<file path="config.mk">
export PLATFORM = sky130hd
export DESIGN_NAME = fifo_queue_with_delete_by_tag_top
export DESIGN_NICKNAME = d
export VERILOG_FILES = /design/src/fqdt_pkg.sv /design/src/fqdt_ram.sv /design/src/fqdt_dpath.sv /design/src/fqdt_ctrl.sv /design/src/fifo_queue_with_delete_by_tag_top.sv
export VERILOG_INCLUDE_DIRS = /design/src /design/src/src
export SDC_FILE = /design/constraint.sdc
export NUM_CORES = 1
export LEC_CHECK = 0
export BUFFER_PORTS_ARGS = -buffer_cell sky130_fd_sc_hd__buf_2
export CAP_MARGIN = 5
export CORE_AREA = 2 2 266 190
export DETAILED_ROUTE_END_ITERATION = 7
export DIE_AREA = 0 0 268 192
export PLACE_DENSITY = 0.74
export SYNTH_ARGS = -nofsm -noshare
export SYNTH_HDL_FRONTEND = slang
export SYNTH_SLANG_ARGS = --single-unit
</file>
<file path="constraint.sdc">
create_clock -name clock -period 7 [get_ports clock]
set_clock_uncertainty 0.1 [all_clocks]
set_input_delay 1.05 -clock clock [delete_from_list [all_inputs] [get_ports clock]]
set_output_delay 1.05 -clock clock [all_outputs]
set_load 0.005 [all_outputs]
</file>
<file path="src/fifo_queue_with_delete_by_tag_top_macros.svh">
// Assertion helpers for the queue datapath.
`ifndef FIFO_QUEUE_WITH_DELETE_BY_TAG_TOP_MACROS_SVH
`define FIFO_QUEUE_WITH_DELETE_BY_TAG_TOP_MACROS_SVH

// The consequent must hold in the same cycle as the antecedent.
`define FQDT_ASSERT_NOW(label, clk, rst, pre, post, msg) \
   label: assert property (@(posedge clk) disable iff (rst) (pre) |-> (post)) \
      else $error(msg);

// The consequent must hold in the cycle after the antecedent.
`define FQDT_ASSERT_NEXT(label, clk, rst, pre, post, msg) \
   label: assert property (@(posedge clk) disable iff (rst) (pre) |=> (post)) \
      else $error(msg);

`endif

</file>
<file path="src/fqdt_pkg.sv">
package fqdt_pkg;

   localparam int IN_TAG_BITS    = 32;
   localparam int OUT_TAG_BITS   = 32;
   localparam int FILL_BITS      = 5;
   localparam int KIND_BITS      = 2;
   localparam int REQ_TDATA_BITS = 32;
   localparam int RSP_TDATA_BITS = 40;
   localparam int RSP_PAD_BITS   = RSP_TDATA_BITS - OUT_TAG_BITS - FILL_BITS;

   typedef enum logic [KIND_BITS-1:0] {
      REQ_ENQUEUE = 2'd0,
      REQ_DEQUEUE = 2'd1,
      REQ_DELETE  = 2'd2
   } req_kind_type;

   typedef enum logic [2:0] {
      ST_IDLE,
      ST_CHECK,
      ST_DEQ,
      ST_SCAN_RD,
      ST_SCAN_CMP,
      ST_SHIFT_RD,
      ST_SHIFT_WR,
      ST_FINISH
   } ctrl_state_type;

   // Commands from the controller to the datapath.
   typedef struct packed {
      logic accept;       // capture the request, clear the scan position
      logic enq_write;    // write the tag at the tail, count up
      logic rd_en;        // read the slot at the scan position
      logic rd_next;      // read one slot past the scan position instead
      logic deq_take;     // take the head tag, advance the head, count down
      logic pos_inc;      // step the scan position
      logic shift_write;  // write read data one slot toward the head, step position
      logic del_done;     // drop the tail slot after a delete, count down
      logic load_rsp;     // load the response register
      logic rsp_err;      // error status for the response being loaded
   } dp_cmd_type;

   // Status from the datapath back to the controller.
   typedef struct packed {
      req_kind_type kind;
      logic         tag_zero;
      logic         full;
      logic         empty;
      logic         hit;       // read data equals the request tag
      logic         last;      // scan position is the last stored entry
      logic         rsp_free;  // response register can take a new transaction
   } dp_status_type;

endpackage

</file>
<file path="src/fqdt_ram.sv">
module fqdt_ram #(
   parameter int WIDTH = 32,
   parameter int DEPTH = 16
) (
   input  logic                     clock,
   input  logic                     wr_en,
   input  logic [$clog2(DEPTH)-1:0] wr_addr,
   input  logic [WIDTH-1:0]         wr_data,
   input  logic                     rd_en,
   input  logic [$clog2(DEPTH)-1:0] rd_addr,
   output logic [WIDTH-1:0]         rd_data
);

   logic [WIDTH-1:0] mem_ff [DEPTH];
   logic [WIDTH-1:0] rd_data_ff;

   always_ff @(posedge clock) begin
      if (wr_en) begin
         mem_ff[wr_addr] <= wr_data;
      end
      if (rd_en) begin
         rd_data_ff <= mem_ff[rd_addr];
      end
   end

   assign rd_data = rd_data_ff;

endmodule

</file>
<file path="src/fqdt_dpath.sv">
`include "fifo_queue_with_delete_by_tag_top_macros.svh"

module fqdt_dpath
   import fqdt_pkg::*;
#(
   parameter int QUEUE_DEPTH = 16,
   parameter int TAG_BITS    = 32
) (
   input  logic                      clock,
   input  logic                      reset,
   input  logic [IN_TAG_BITS-1:0]    req_tag,
   input  req_kind_type              req_kind,
   input  dp_cmd_type                cmd,
   output dp_status_type             status,
   output logic                      rsp_tvalid,
   input  logic                      rsp_tready,
   output logic [RSP_TDATA_BITS-1:0] rsp_tdata,
   output logic [0:0]                rsp_tuser
);

   localparam int PTR_W = $clog2(QUEUE_DEPTH);
   localparam int CNT_W = $clog2(QUEUE_DEPTH + 1);
   localparam int SUM_W = CNT_W + 1;
   localparam logic [CNT_W-1:0] DEPTH_CNT = CNT_W'(QUEUE_DEPTH);
   localparam logic [SUM_W-1:0] DEPTH_SUM = SUM_W'(QUEUE_DEPTH);

   // Slot of the entry that sits offs places behind the head.
   function automatic logic [PTR_W-1:0] to_phys(input logic [PTR_W-1:0] base,
                                                input logic [CNT_W-1:0] offs);
      logic [SUM_W-1:0] sum;
      sum = SUM_W'(base) + SUM_W'(offs);
      if (sum >= DEPTH_SUM) begin
         sum = sum - DEPTH_SUM;
      end
      return PTR_W'(sum);
   endfunction

   req_kind_type             kind_ff, kind_in;
   logic [TAG_BITS-1:0]      tag_ff, tag_in;
   logic [PTR_W-1:0]         head_ff, head_in;
   logic [CNT_W-1:0]         count_ff, count_in;
   logic [CNT_W-1:0]         pos_ff, pos_in;
   logic [OUT_TAG_BITS-1:0]  res_tag_ff, res_tag_in;
   logic                     rsp_valid_ff, rsp_valid_in;
   logic                     rsp_err_ff, rsp_err_in;
   logic [OUT_TAG_BITS-1:0]  rsp_tag_ff, rsp_tag_in;
   logic [FILL_BITS-1:0]     rsp_fill_ff, rsp_fill_in;

   logic [CNT_W-1:0]         pos_next;
   logic [CNT_W-1:0]         rd_logical;
   logic [CNT_W-1:0]         wr_logical;
   logic                     ram_wr_en;
   logic [PTR_W-1:0]         ram_wr_addr;
   logic [TAG_BITS-1:0]      ram_wr_data;
   logic [PTR_W-1:0]         ram_rd_addr;
   logic [TAG_BITS-1:0]      ram_rd_data;
   logic                     rsp_free;

   assign pos_next    = pos_ff + CNT_W'(1);
   assign rd_logical  = cmd.rd_next ? pos_next : pos_ff;
   assign wr_logical  = cmd.enq_write ? count_ff : pos_ff;
   assign ram_rd_addr = to_phys(head_ff, rd_logical);
   assign ram_wr_addr = to_phys(head_ff, wr_logical);
   assign ram_wr_en   = cmd.enq_write | cmd.shift_write;
   assign ram_wr_data = cmd.enq_write ? tag_ff : ram_rd_data;
   assign rsp_free    = !rsp_valid_ff || rsp_tready;

   fqdt_ram #(
      .WIDTH (TAG_BITS),
      .DEPTH (QUEUE_DEPTH)
   ) u_ram (
      .clock   (clock),
      .wr_en   (ram_wr_en),
      .wr_addr (ram_wr_addr),
      .wr_data (ram_wr_data),
      .rd_en   (cmd.rd_en),
      .rd_addr (ram_rd_addr),
      .rd_data (ram_rd_data)
   );

   always_comb begin
      kind_in      = kind_ff;
      tag_in       = tag_ff;
      head_in      = head_ff;
      count_in     = count_ff;
      pos_in       = pos_ff;
      res_tag_in   = res_tag_ff;
      rsp_valid_in = rsp_valid_ff;
      rsp_err_in   = rsp_err_ff;
      rsp_tag_in   = rsp_tag_ff;
      rsp_fill_in  = rsp_fill_ff;

      if (cmd.accept) begin
         kind_in    = req_kind;
         tag_in     = TAG_BITS'(req_tag);
         pos_in     = '0;
         res_tag_in = '0;
      end else if (cmd.pos_inc || cmd.shift_write) begin
         pos_in = pos_next;
      end

      if (cmd.enq_write) begin
         count_in = count_ff + CNT_W'(1);
      end else if (cmd.deq_take || cmd.del_done) begin
         count_in = count_ff - CNT_W'(1);
      end

      if (cmd.deq_take) begin
         res_tag_in = OUT_TAG_BITS'(ram_rd_data);
         head_in    = to_phys(head_ff, CNT_W'(1));
      end

      if (cmd.load_rsp) begin
         rsp_valid_in = 1'b1;
         rsp_err_in   = cmd.rsp_err;
         rsp_tag_in   = cmd.rsp_err ? '0 : res_tag_ff;
         rsp_fill_in  = FILL_BITS'(count_ff);
      end else if (rsp_tready) begin
         rsp_valid_in = 1'b0;
      end
   end

   always_ff @(posedge clock) begin
      if (reset) begin
         head_ff      <= '0;
         count_ff     <= '0;
         rsp_valid_ff <= 1'b0;
      end else begin
         head_ff      <= head_in;
         count_ff     <= count_in;
         rsp_valid_ff <= rsp_valid_in;
      end
   end

   always_ff @(posedge clock) begin
      kind_ff     <= kind_in;
      tag_ff      <= tag_in;
      pos_ff      <= pos_in;
      res_tag_ff  <= res_tag_in;
      rsp_err_ff  <= rsp_err_in;
      rsp_tag_ff  <= rsp_tag_in;
      rsp_fill_ff <= rsp_fill_in;
   end

   always_comb begin
      status.kind     = kind_ff;
      status.tag_zero = (tag_ff == '0);
      status.full     = (count_ff == DEPTH_CNT);
      status.empty    = (count_ff == '0);
      status.hit      = (ram_rd_data == tag_ff);
      status.last     = (pos_next == count_ff);
      status.rsp_free = rsp_free;
   end

   assign rsp_tvalid   = rsp_valid_ff;
   assign rsp_tdata    = {{RSP_PAD_BITS{1'b0}}, rsp_fill_ff, rsp_tag_ff};
   assign rsp_tuser[0] = rsp_err_ff;

   `FQDT_ASSERT_NOW(a_count_bound, clock, reset, 1'b1, count_ff <= DEPTH_CNT, "count above depth")
   `FQDT_ASSERT_NOW(a_read_stored, clock, reset, cmd.rd_en, rd_logical < count_ff, "read of an empty slot")
   `FQDT_ASSERT_NOW(a_load_free, clock, reset, cmd.load_rsp, rsp_free, "response overwritten")
   `FQDT_ASSERT_NEXT(a_enq_count, clock, reset, cmd.enq_write, count_ff == $past(count_ff) + CNT_W'(1), "enqueue lost count")

endmodule

</file>
<file path="src/fqdt_ctrl.sv">
module fqdt_ctrl
   import fqdt_pkg::*;
(
   input  logic          clock,
   input  logic          reset,
   input  logic          req_tvalid,
   output logic          req_tready,
   input  dp_status_type status,
   output dp_cmd_type    cmd
);

   ctrl_state_type state_ff, state_in;
   logic           err_ff, err_in;

   always_ff @(posedge clock) begin
      if (reset) begin
         state_ff <= ST_IDLE;
         err_ff   <= 1'b0;
      end else begin
         state_ff <= state_in;
         err_ff   <= err_in;
      end
   end

   always_comb begin
      state_in   = state_ff;
      err_in     = err_ff;
      cmd        = '0;
      req_tready = 1'b0;

      case (state_ff)
         ST_IDLE: begin
            req_tready = 1'b1;
            if (req_tvalid) begin
               cmd.accept = 1'b1;
               state_in   = ST_CHECK;
            end
         end
         ST_CHECK: begin
            state_in = ST_FINISH;
            err_in   = 1'b1;
            case (status.kind)
               REQ_ENQUEUE: begin
                  if (!status.tag_zero && !status.full) begin
                     cmd.enq_write = 1'b1;
                     err_in        = 1'b0;
                  end
               end
               REQ_DEQUEUE: begin
                  if (!status.empty) begin
                     cmd.rd_en = 1'b1;
                     state_in  = ST_DEQ;
                  end
               end
               REQ_DELETE: begin
                  if (!status.tag_zero && !status.empty) begin
                     cmd.rd_en = 1'b1;
                     state_in  = ST_SCAN_CMP;
                  end
               end
               default: begin
                  err_in = 1'b1;
               end
            endcase
         end
         ST_DEQ: begin
            cmd.deq_take = 1'b1;
            err_in       = 1'b0;
            state_in     = ST_FINISH;
         end
         ST_SCAN_RD: begin
            cmd.rd_en = 1'b1;
            state_in  = ST_SCAN_CMP;
         end
         ST_SCAN_CMP: begin
            if (status.hit) begin
               state_in = ST_SHIFT_RD;
            end else if (status.last) begin
               err_in   = 1'b1;
               state_in = ST_FINISH;
            end else begin
               cmd.pos_inc = 1'b1;
               state_in    = ST_SCAN_RD;
            end
         end
         ST_SHIFT_RD: begin
            if (status.last) begin
               cmd.del_done = 1'b1;
               err_in       = 1'b0;
               state_in     = ST_FINISH;
            end else begin
               cmd.rd_en   = 1'b1;
               cmd.rd_next = 1'b1;
               state_in    = ST_SHIFT_WR;
            end
         end
         ST_SHIFT_WR: begin
            cmd.shift_write = 1'b1;
            state_in        = ST_SHIFT_RD;
         end
         ST_FINISH: begin
            if (status.rsp_free) begin
               cmd.load_rsp = 1'b1;
               cmd.rsp_err  = err_ff;
               state_in     = ST_IDLE;
            end
         end
         default: begin
            state_in = ST_IDLE;
         end
      endcase
   end

endmodule

</file>
<file path="src/fifo_queue_with_delete_by_tag_top.sv">
// A new request transaction is taken in the cycle after the previous response is loaded.
// Delete time is set by the controller's walk over the tag memory: one read per compare,
// then a read and a write in turn per slot moved toward the head. Reset (synchronous,
// active high) empties the queue; the tag memory itself is not cleared.
module fifo_queue_with_delete_by_tag_top
   import fqdt_pkg::*;
#(
   parameter int QUEUE_DEPTH = 16,
   parameter int TAG_BITS    = 32
) (
   input  logic                      clock,
   input  logic                      reset,
   // Request channel.
   input  logic                      req_tvalid,
   output logic                      req_tready,
   input  logic [REQ_TDATA_BITS-1:0] req_tdata,  // [31:0] item_tag
   input  logic [KIND_BITS-1:0]      req_tuser,  // [1:0] req_type
   // Response channel.
   output logic                      rsp_tvalid,
   input  logic                      rsp_tready,
   output logic [RSP_TDATA_BITS-1:0] rsp_tdata,  // [31:0] out_tag, [36:32] fill_count, rest zero
   output logic [0:0]                rsp_tuser   // [0] status
);

   // The queue is held as a circular buffer in a single RAM: a head pointer and a count
   // locate the live entries. Enqueue writes behind the last entry and dequeue just moves
   // the head, so neither has to walk the entries. Delete walks the entries from the
   // head, one compare per read, and on a match copies every younger entry one slot toward
   // the head before dropping the tail. Duplicate tags are allowed; only the oldest match
   // is removed.

   // The request kind arrives on tuser. Code 3 has no meaning and is answered with an error.
   req_kind_type  req_kind;
   dp_cmd_type    cmd;
   dp_status_type status;

   assign req_kind = req_kind_type'(req_tuser);

   // The controller sequences each request; it accepts a transaction only when idle.
   fqdt_ctrl u_ctrl (
      .clock      (clock),
      .reset      (reset),
      .req_tvalid (req_tvalid),
      .req_tready (req_tready),
      .status     (status),
      .cmd        (cmd)
   );

   // The datapath owns the tag memory, pointers and the response register. The response
   // register lets a finished result wait on rsp_tready while the next request is taken.
   fqdt_dpath #(
      .QUEUE_DEPTH (QUEUE_DEPTH),
      .TAG_BITS    (TAG_BITS)
   ) u_dpath (
      .clock      (clock),
      .reset      (reset),
      .req_tag    (req_tdata[IN_TAG_BITS-1:0]),
      .req_kind   (req_kind),
      .cmd        (cmd),
      .status     (status),
      .rsp_tvalid (rsp_tvalid),
      .rsp_tready (rsp_tready),
      .rsp_tdata  (rsp_tdata),
      .rsp_tuser  (rsp_tuser)
   );

endmodule

</file>
==> impl_metrics.csv <==
group,metric,value,unit
finish,final_common_cell,"edfxtp_1",
yosys,netlist_area,26600,µm²
sta,setup_viol,0,
global_routing,grt_pass1_vias,13400,
placed_design,port-buffer-count,77,
finish,nNetsFinal,1496,
detailed_routing,route.detailed.drc,0,
finish,final-seq-area,19800,µm²
setup_path,start_kind,"flop",
clock_tree,cts_resized,0,
status,status,"finished clean",
sta,slew_headroom,0.289,
floorplanning,die-area,51500,µm²
power_and_ir_drop,ir_drop,0.306,mV
sta,worst_slack,1640,ps
sta,finalCritPeriodShare,0.765,
yosys,ys_ff_latch,667,
placed_design,dpl_worst_slack,1630,ps
placed_design,place.gp.congestion,0.870,
sta,fin_setup_tns,0,ps
setup_path,path_class,"flop to flop",
min_path,min_path_type,"flop to flop",
global_routing,grt_pass1_wl,88500,µm
global_routing,gr-total-overflow,0,
power_and_ir_drop,powerDensity,392,nW/µm²
detailed_routing,drtIter0Drc,1679,
floorplanning,initial_utilization,0.546,
detailed_routing,wire_per_inst,28.1,µm
floorplanning,dieWidth,268,µm
global_routing,grt_start_max_net_pins,52,
clock_tree,hold_buffers,0,
detailed_routing,first_pass_iters,5,
yosys,synthDistinctLibCells,54,
yosys,ys_warn_count,0,
yosys,syn_avg_cell_area,20.2,µm²
floorplanning,core_area,48800,µm²
global_routing,track_usage,0.239,
sta,rsz0062_at_grt,"false",
power_and_ir_drop,p_leak,9.97,nW
clock_tree,cts_setup_buffers,0,
finish,drive_gt1_frac,0.267,
detailed_routing,final_antenna_net_count,0,
detailed_routing,drt_wl_total,60300,µm
detailed_routing,num_vias,13400,
setup_path,worstPathRequired,7250,ps
job,max_cap_violations,0,
clock_tree,ctsHtreeMaxLevel,2,
detailed_routing,via_per_inst,6.24,
finish,most-common-layout-cells,"648 x edfxtp_1, 128 x mux4_2, 100 x mux2i_1, 77 x buf_2, 58 x clkbuf_16",
yosys,syn_inst,1319,
setup_path,path_max_fanout,49,
floorplanning,rows,68,
clock_tree,clk_path_buf_depth,3,
global_routing,antenna_found_initial,0,
clock_tree,cts_buffers,58,
sta,finalMaxSlewViolations,0,
clock_tree,clock_sinks,667,
finish,fillers,3352,
finish,multi_input_area,6610,µm²
sta,hold_viol_final,0,
clock_tree,cts_tree,"built",
clock_tree,clock_latency,630,ps
clock_tree,clk_pin_slew_worst_paths,70,ps
sta,timing.fmax,187,MHz
setup_path,critPathArrivalTime,5610,ps
sta,worstMarginPinSlew,1070,ps
floorplanning,ioPinCount,81,
finish,antenna_cells,0,
floorplanning,die_y,192,µm
power_and_ir_drop,power.total,0.0117,W
placed_design,dp_hpwl,35500,µm
clock_tree,cts-root-buf,"clkbuf_16",
sta,period_minus_slack,5360,ps
setup_path,cp-end-kind,"flop",
yosys,seq_area_frac_synth,0.745,
finish,area_delta_synth_final,12.4,%
cells in the mapped netlist, drive strengths merged:
cell | n | area share
a2111oi | 1 | 0.00056
a211oi | 2 | 0.00056
a21boi | 2 | 0.00056
a21o | 6 | 0.0017
a21oi | 16 | 0.0030
a2bb2oi | 1 | 0.00033
a311oi | 1 | 0.00056
a31oi | 3 | 0.00071
and2 | 35 | 0.0082
and3 | 34 | 0.0080
and3b | 1 | 0.00033
buf | 25 | 0.0051
clkbuf | 39 | 0.0055
conb | 1 | 0.00014
dfxtp | 19 | 0.014
edfxtp | 648 | 0.73
fa | 3 | 0.0023
ha | 14 | 0.0066
inv | 15 | 0.0021
mux2 | 35 | 0.015
mux2i | 101 | 0.038
mux4 | 128 | 0.11
nand2 | 27 | 0.0038
nand2b | 7 | 0.0016
nand3 | 6 | 0.0011
nand3b | 1 | 0.00028
nand4 | 12 | 0.0028
nor2 | 14 | 0.0020
nor2b | 7 | 0.0016
nor3 | 14 | 0.0026
nor3b | 3 | 0.00085
nor4 | 15 | 0.0035
nor4b | 4 | 0.0018
o211ai | 5 | 0.0014
o21ai | 10 | 0.0022
o21ba | 1 | 0.00038
o21bai | 1 | 0.00028
o221ai | 1 | 0.00033
o311a | 1 | 0.00038
o311ai | 2 | 0.00066
or2 | 2 | 0.00047
or3 | 2 | 0.00066
or4 | 1 | 0.00042
xnor2 | 45 | 0.015
xor2 | 8 | 0.0026
critical path, stage by stage, from the launching register on:
cell and delay [ps]:
dfxtp_1 490, ha_1 350, a31oi_1 130, or4_4 610, or2_2 330, nand3_1 180, xnor2_1 190, ha_4 170
inv_1 50, fa_4 1340, buf_4 420, mux4_2 340, mux2i_1 220, mux2i_1 120
metal layers:
| layer | up-vias | track usage | share of wire |
|---|---|---|---|
| met2 | 648 | 0.380 | 0.48 |
| met3 | 93 | 0.0494 | 0.093 |
| met4 | 0 | 0.0552 | 0.020 |
| met1 | 7066 | 0.346 | 0.41 |
| li1 | 5590 | - | - |
| met5 | - | 0 | 0 |
sequential cells by signal (all words and copies together), names as in the netlist, 4 cells and up:
name	cells
u_dpath.count_ff	5
u_dpath.head_ff	4
u_dpath.pos_ff	5
u_dpath.res_tag_ff	32
u_dpath.rsp_fill_ff	5
u_dpath.rsp_tag_ff	32
u_dpath.tag_ff	32
u_dpath.u_ram.mem_ff	512
u_dpath.u_ram.rd_data	32
area by class of cell:
cell class	count	area share
Clock buffer	74	0.0515
Tap cell	665	0.0278
Timing Repair Buffer	124	0.0276
Inverter	15	0.00188
Multi-Input combinational cell	575	0.221
Sequential cell	667	0.663
Clock inverter	26	0.00707
logic make-up after synthesis:
| group | synth area share |
|---|---|
| muxes | 0.161 |
| and+or+nand+nor | 0.0402 |
| AOI/OAI and AO/OA | 0.0136 |
| DFF | 0.745 |
| other | 0.000141 |
| adders and majority gates | 0.00884 |
| buffers and inverters | 0.0127 |
| xor gates and xnor gates | 0.0180 |
metrics by stage:
| step | cells | cell area (µm²) | hold WS, ps | utilization |
|---|---|---|---|---|
| final | 2146 | 29900 | 401 | 0.614 |
| after global routing | 2146 | 29900 | 423 | 0.614 |
| after CTS | 2146 | 29900 | 399 | 0.614 |
| after detailed placement | 2046 | 28200 | 384 | 0.578 |
| after global placement | 2046 | 28200 | 361 | 0.578 |
| after floorplan | 1321 | 26600 | 350 | - |
worst paths after layout:
path         slack [ps]                  endpoint  depth (start not counted)               from
max                1640  u_dpath.u_ram.rd_data[9]                         13  u_dpath.pos_ff[0]
min                 400         u_dpath.pos_ff[4]                          1  u_dpath.pos_ff[4]
max reg2reg        1640  u_dpath.u_ram.rd_data[9]                         13  u_dpath.pos_ff[0]
min reg2reg         400         u_dpath.pos_ff[4]                          1  u_dpath.pos_ff[4]
report_power, final:
part           internal [W]  switching, W  total, W  leakage, nW
logic               0.00153       0.00186   0.00339         3.08
registers           0.00508      0.000248   0.00533         6.03
clock network       0.00162       0.00139   0.00302        0.854
total               0.00823       0.00350    0.0117         9.97
(Power assumes the default switching activity.)
